===== src/rtl/core/sui_pkg.sv =====
// Shared constants, types and result codes for the sorted unique insert table.
package sui_pkg;

  // Table geometry
  localparam int unsigned Capacity  = 16;
  localparam int unsigned ValueBits = 31;
  localparam int unsigned IdxBits   = (Capacity > 1) ? $clog2(Capacity) : 1;
  localparam int unsigned CntBits   = $clog2(Capacity + 1);

  // Fixed port field widths
  localparam int unsigned InBits       = 31;
  localparam int unsigned StatusBits   = 2;
  localparam int unsigned PositionBits = 4;
  localparam int unsigned TotalBits    = 5;

  // Result status codes
  typedef enum logic [StatusBits-1:0] {
    StInserted  = 2'd0,
    StDuplicate = 2'd1,
    StFull      = 2'd2
  } sui_status_e;

  // Per-cell compare flags handed to the row logic
  typedef struct packed {
    logic lt;    // held entry is below the probe value
    logic eq;    // held entry equals the probe value
    logic slot;  // first cell whose entry is not below the probe value
  } sui_cmp_t;

endpackage


===== src/rtl/core/sorted_unique_insert_table.sv =====
// Results: each result is registered and appears in the cycle after its input beat is accepted.
// Throughput: one beat per cycle unless the output stalls; the compare row and the count
// update at the same edge, so the next beat sees the updated table, and an output
// register parts both sides. Reset: entry count and output valid clear asynchronously;
// cell entries are not reset and are only read below the entry count.
module sorted_unique_insert_table (
  input  logic                             clk_i,
  input  logic                             rst_ni,
  input  logic                             in_valid_i,
  output logic                             in_stall_o,
  input  logic [sui_pkg::InBits-1:0]       new_value_i,
  output logic                             out_valid_o,
  input  logic                             out_stall_i,
  output logic [sui_pkg::StatusBits-1:0]   status_o,
  output logic [sui_pkg::PositionBits-1:0] position_o,
  output logic [sui_pkg::TotalBits-1:0]    entry_total_o
);
  import sui_pkg::*;

  logic [ValueBits-1:0] value;
  logic [ValueBits-1:0] entry     [Capacity];
  sui_cmp_t             cmp       [Capacity];
  logic [Capacity-1:0]  eq_hot;
  logic [Capacity-1:0]  slot_hot;
  logic [IdxBits-1:0]   eq_idx;
  logic [IdxBits-1:0]   slot_idx;

  logic                 accept;
  logic                 found;
  logic                 full;
  logic                 insert;

  logic [CntBits-1:0]   count_d, count_q;
  logic                 out_valid_d, out_valid_q;
  sui_status_e          status_d, status_q;
  logic [IdxBits-1:0]   position_d, position_q;
  logic [CntBits-1:0]   total_d, total_q;

  assign value      = ValueBits'(new_value_i);
  assign in_stall_o = out_valid_q && out_stall_i;
  assign accept     = in_valid_i && !in_stall_o;

  // Build the row of cells; each hands its entry and compare flag to the next
  for (genvar i = 0; i < Capacity; i++) begin : g_cell
    logic [ValueBits-1:0] left_entry;
    logic                 left_lt;

    if (i == 0) begin : g_first
      assign left_entry = '0;
      assign left_lt    = 1'b1;
    end else begin : g_rest
      assign left_entry = entry[i-1];
      assign left_lt    = cmp[i-1].lt;
    end

    sui_cell u_cell (
      .clk_i       (clk_i),
      .value_i     (value),
      .left_entry_i(left_entry),
      .left_lt_i   (left_lt),
      .occupied_i  (CntBits'(i) < count_q),
      .insert_i    (insert),
      .entry_o     (entry[i]),
      .cmp_o       (cmp[i])
    );

    assign eq_hot[i]   = cmp[i].eq;
    assign slot_hot[i] = cmp[i].slot;
  end

  // Encode the duplicate index and the insert slot
  sui_encode u_eq_enc (
    .hot_i(eq_hot),
    .idx_o(eq_idx)
  );

  sui_encode u_slot_enc (
    .hot_i(slot_hot),
    .idx_o(slot_idx)
  );

  assign found  = |eq_hot;
  assign full   = (count_q == CntBits'(Capacity));
  assign insert = accept && !found && !full;

  // Decide the result and the next count
  always_comb begin
    count_d    = count_q;
    status_d   = status_q;
    position_d = position_q;
    total_d    = total_q;
    if (accept) begin
      if (found) begin
        status_d   = StDuplicate;
        position_d = eq_idx;
        total_d    = count_q;
      end else if (full) begin
        status_d   = StFull;
        position_d = '0;
        total_d    = count_q;
      end else begin
        status_d   = StInserted;
        position_d = slot_idx;
        count_d    = count_q + CntBits'(1);
        total_d    = count_q + CntBits'(1);
      end
    end
  end

  // Hold the result while stalled, drop it once taken
  always_comb begin
    out_valid_d = out_valid_q;
    if (accept) begin
      out_valid_d = 1'b1;
    end else if (!out_stall_i) begin
      out_valid_d = 1'b0;
    end
  end

  always_ff @(posedge clk_i or negedge rst_ni) begin
    if (!rst_ni) begin
      count_q     <= '0;
      out_valid_q <= 1'b0;
    end else begin
      count_q     <= count_d;
      out_valid_q <= out_valid_d;
    end
  end

  always_ff @(posedge clk_i) begin
    status_q   <= status_d;
    position_q <= position_d;
    total_q    <= total_d;
  end

  assign out_valid_o   = out_valid_q;
  assign status_o      = StatusBits'(status_q);
  assign position_o    = PositionBits'(position_q);
  assign entry_total_o = TotalBits'(total_q);

endmodule


===== src/rtl/core/sui_cell.sv =====
// One table cell: holds an entry, compares it with the probe and shifts on insert.
module sui_cell (
  input  logic                       clk_i,
  input  logic [sui_pkg::ValueBits-1:0] value_i,
  input  logic [sui_pkg::ValueBits-1:0] left_entry_i,
  input  logic                       left_lt_i,
  input  logic                       occupied_i,
  input  logic                       insert_i,
  output logic [sui_pkg::ValueBits-1:0] entry_o,
  output sui_pkg::sui_cmp_t          cmp_o
);
  import sui_pkg::*;

  logic [ValueBits-1:0] entry_d, entry_q;

  // Compare the held entry with the probe value
  always_comb begin
    cmp_o.lt   = occupied_i && (entry_q < value_i);
    cmp_o.eq   = occupied_i && (entry_q == value_i);
    cmp_o.slot = left_lt_i && !cmp_o.lt;
  end

  // Take the left neighbor above the slot, the new value at the slot, hold below
  always_comb begin
    entry_d = entry_q;
    if (insert_i) begin
      if (!left_lt_i) begin
        entry_d = left_entry_i;
      end else if (!cmp_o.lt) begin
        entry_d = value_i;
      end
    end
  end

  always_ff @(posedge clk_i) begin
    entry_q <= entry_d;
  end

  assign entry_o = entry_q;

endmodule


===== src/rtl/core/sui_encode.sv =====
// One-hot to binary index encoder across the cell row.
module sui_encode (
  input  logic [sui_pkg::Capacity-1:0] hot_i,
  output logic [sui_pkg::IdxBits-1:0]  idx_o
);
  import sui_pkg::*;

  // OR together the index of every set bit; at most one is set
  always_comb begin
    idx_o = '0;
    for (int unsigned i = 0; i < Capacity; i++) begin
      if (hot_i[i]) begin
        idx_o = idx_o | IdxBits'(i);
      end
    end
  end

endmodule


===== config.mk =====
export PLATFORM = sky130hd
export DESIGN_NAME = sorted_unique_insert_table
export DESIGN_NICKNAME = d
export VERILOG_FILES = /design/src/rtl/core/sui_pkg.sv /design/src/rtl/core/sorted_unique_insert_table.sv /design/src/rtl/core/sui_cell.sv /design/src/rtl/core/sui_encode.sv
export SDC_FILE = /design/constraint.sdc
export NUM_CORES = 2
export LEC_CHECK = 0
export ABC_CLOCK_PERIOD_IN_PS = 6900
export CORE_ASPECT_RATIO = 1.5
export CORE_MARGIN = 2
export CORE_UTILIZATION = 55
export DETAILED_ROUTE_END_ITERATION = 16
export DONT_BUFFER_PORTS = 1
export HOLD_SLACK_MARGIN = 0.05
export PLACE_DENSITY = 0.7
export SLEW_MARGIN = 20
export SYNTH_ARGS = -nofsm -noshare
export SYNTH_HDL_FRONTEND = slang
export SYNTH_SLANG_ARGS = --single-unit

===== constraint.sdc =====
create_clock -name clk_i -period 6.9 [get_ports clk_i]
set_input_delay 0.69 -clock clk_i [delete_from_list [all_inputs] [get_ports clk_i]]
set_output_delay 0.69 -clock clk_i [all_outputs]
set_load 0.02 [all_outputs]

==> metrics.yaml <==
dominantRegCellSynth: "edfxtp_1"
internal-power_mw: 8.35
dp_cells: 3317
post_cts_buffers: 0
place_congestion: 0.992
hpwl_um: 64300
synth_area_um2: 32600
antenna_found_initial: 0
yosys_warnings: 0
insertion_delay_ps: 610
slew_viol_final: 0
hold_path_depth: 0
worstPathRequired_ps: 7120
syn_nets: 3132
regArea_um2: 15400
ys_types: 59
max-vdd-ir-drop_mv: 0.237
hold_viol: 0
clk_pin_slew_ps: 60
yosysTopAreaCell: "edfxtp_1"
syn_avg_cell_area_um2: 12.5
fmax_mhz: 208
ys_top_cells_by_area: "edfxtp_1, ha_1, mux2_2, a21oi_1, o21ai_0"
cp-start-kind: "flop"
fill_cells: 4663
grt_pass1_vias: 22700
synth_seq_cells: 513
cts_tree: "built"
multi_input_area_um2: 16800
ios: 48
seq_power_share_pct: 41.3
vias_per_cell: 6.37
p_leak_nw: 13.5
clock-sinks: 513
pre_cts_ws_ps: 1630
drive_above_1_share_pct: 21.2
final_nets: 3130
cts_buffer_depth: 3
fp.dieH_um: 302
first_iter_violations: 1347
diodes: 0
drt_pre_antenna_iters: 5
synthTopCellsByCount: "edfxtp_1, ha_1, mux2_2"
p_comb_share_pct: 37.8
synth.yosys.seq_area_share_pct: 47.2
core_um2: 58800
grt_pass1_wl_um: 128000
hp-class: "in -> reg"
cts_made_buffers: 52
postRouteAntennaNets: 0
min_from: "new_value_i[12]"
wl_per_cell_um: 24.2
skew_ps: 16.8
ys_async_sr_fraction_pct: 1.17
synth_cells: 2599
root_buffer: "clkbuf_16"
setup_viol: 0
synth_top_area_share_pct: 46.7
yosysMostFrequentCell: "edfxtp_1"
vias: 21700
portBuffers: 0
grt_overflow_total: 0
dieArea_um2: 61300
critPathArrivalTime_ps: 5030
r2r-start: "count_q[2]"
cts_resized: 0
power_switching_mw: 4.36
tightest_slew_ps: 1170
rsz0062_at_grt: "false"
period_share_pct: 69.8
maxCapViolCount: 0
worstSetupPathType: "reg -> reg"
grt_max_degree: 64
grt_use_total_pct: 27.0
worst_setup_path_end_kind: "flop"
setup_ws_ps: 2090
switching_share_pct: 34.3
start_util_pct: 55.5
pwr-share-clk_pct: 20.9
rows: 109
fin_cells: 3413
period_minus_slack_ps: 4810
final_util_pct: 60.0
rr_worst_depth: 8
drt-total-wl_um: 82700
htreeDepth: 2
hold_path_end: "g_cell[0].u_cell.entry_o[12]"
powerDensity_nw_per_um2: 360
slew_headroom_pct: 21.1
r2r_setup_slack_ps: 2090
critPathMaxFanout: 31
post-route-drc-count: 0
area_delta_synth_final_pct: 8.20
finalSetupTns_ps: 0
synth_edf_count: 507
outcome: "complete, no violations"
reg2reg_to: "g_cell[6].u_cell.entry_o[16]"
dieWidth_um: 203
[cell families (layout without fill, tap and decap cells)]
logic type	Yosys count	in the layout	synth area share (%)
flip-flops	513	513	47.2
AO/OA/AOI/OAI	463	463	8.54
adder cells (fa/ha/maj)	498	498	19.1
XOR/XNOR	6	6	0.161
multiplexers	422	422	14.6
AND/OR/NAND/NOR	539	539	8.49
buffers and inverters	158	195	1.95
[state kept, by name (all words and copies together), names as in the netlist]
signal and flops:
count_q 5, entry_total_o 5, g_cell.u_cell.entry_o 496, out_valid_o 1, position_o 4, status_o 2
[worst max-delay path, stage by stage (launching register included)]
cell and delay, ps:
dfrtp_1 570, nor4_1 1060, and2_1 280, or4bb_1 250, nand3b_1 180, nor4_4 410
nand3_2 420, buf_4 380, a21oi_4 850
[placed cells by master (no fill, tap or decap), types with 8 or more instances in the layout]
master / synthesis / layout
edfxtp_1: 507 / 507
clkinv_1: 0 / 12
a221oi_1: 9 / 9
ha_1: 498 / 498
nand3b_1: 19 / 19
inv_1: 64 / 64
mux2_2: 421 / 421
o211ai_1: 8 / 8
nor3_1: 35 / 35
and4_1: 18 / 18
o21ai_0: 134 / 134
nor2b_1: 15 / 15
clkbuf_16: 0 / 53
nor4_1: 15 / 15
nand2b_1: 11 / 11
clkinv_2: 0 / 9
nand4_1: 86 / 86
a21oi_4: 0 / 13
buf_4: 0 / 33
clkbuf_1: 21 / 15
o31ai_1: 11 / 11
nand3_1: 64 / 64
nor2_1: 75 / 72
a211oi_1: 45 / 44
nand2_1: 167 / 167
a21oi_1: 180 / 167
a21o_1: 29 / 29
[cell type report]
type	instances	area share [%]
tap	777	2.76
sequential	513	43.6
inverter	65	0.692
multi-input combinational	1928	47.7
clock inverter	25	0.408
clock buffer	68	3.92
timing repair buffer	37	0.929
[how the worst max path moves through the flow]
stage | start | slack [ps] | cells after the start | endpoint
finish | count_q[2] | 2090 | 8 | g_cell[6].u_cell.entry_o[16]
detailed placement | new_value_i[20] | 1630 | 10 | g_cell[1].u_cell.entry_o[16]
floorplan | new_value_i[22] | 2050 | 10 | g_cell[13].u_cell.entry_o[0]
global placement | new_value_i[12] | 1690 | 10 | g_cell[1].u_cell.entry_o[16]
CTS | count_q[2] | 2150 | 8 | g_cell[1].u_cell.entry_o[8]
global route | count_q[2] | 1970 | 8 | g_cell[9].u_cell.entry_o[21]
[metrics by stage]
step                instance area (µm²)  hold WS, ps  total power [mW]
finish                            35300          181              12.7
global route                      35300          159              13.4
CTS                               35200          154              12.7
detailed placement                33700          396              10.0
global placement                  33700          396              9.81
floorplan                         32600          394              8.66
[timing repair]
action | in CTS | in global routing
hold endpoints to repair | 6 | 0
setup endpoints to repair | 0 | 0
hold buffers | 1 | 0
[layer usage]
layer | vias to the layer above | track usage (%) | share of wire, %
met5 | - | 0 | 0
met1 | 10700 | 31.2 | 39
li1 | 10200 | - | -
met3 | 213 | 3.32 | 4.1
met4 | 0 | 11.1 | 3.9
met2 | 572 | 50.4 | 53
[power by group through the flow]
stage	Clock, mW	Sequential (mW)	Combinational [mW]
2_1_floorplan	0	5.06	3.60
3_5_place_dp	0	5.31	4.73
6_report	2.66	5.25	4.80
4_1_cts	2.70	5.25	4.76
5_1_grt	2.81	5.32	5.29
3_3_place_gp	0	5.29	4.52
No activity file was read; power rests on OpenSTA's default activity.
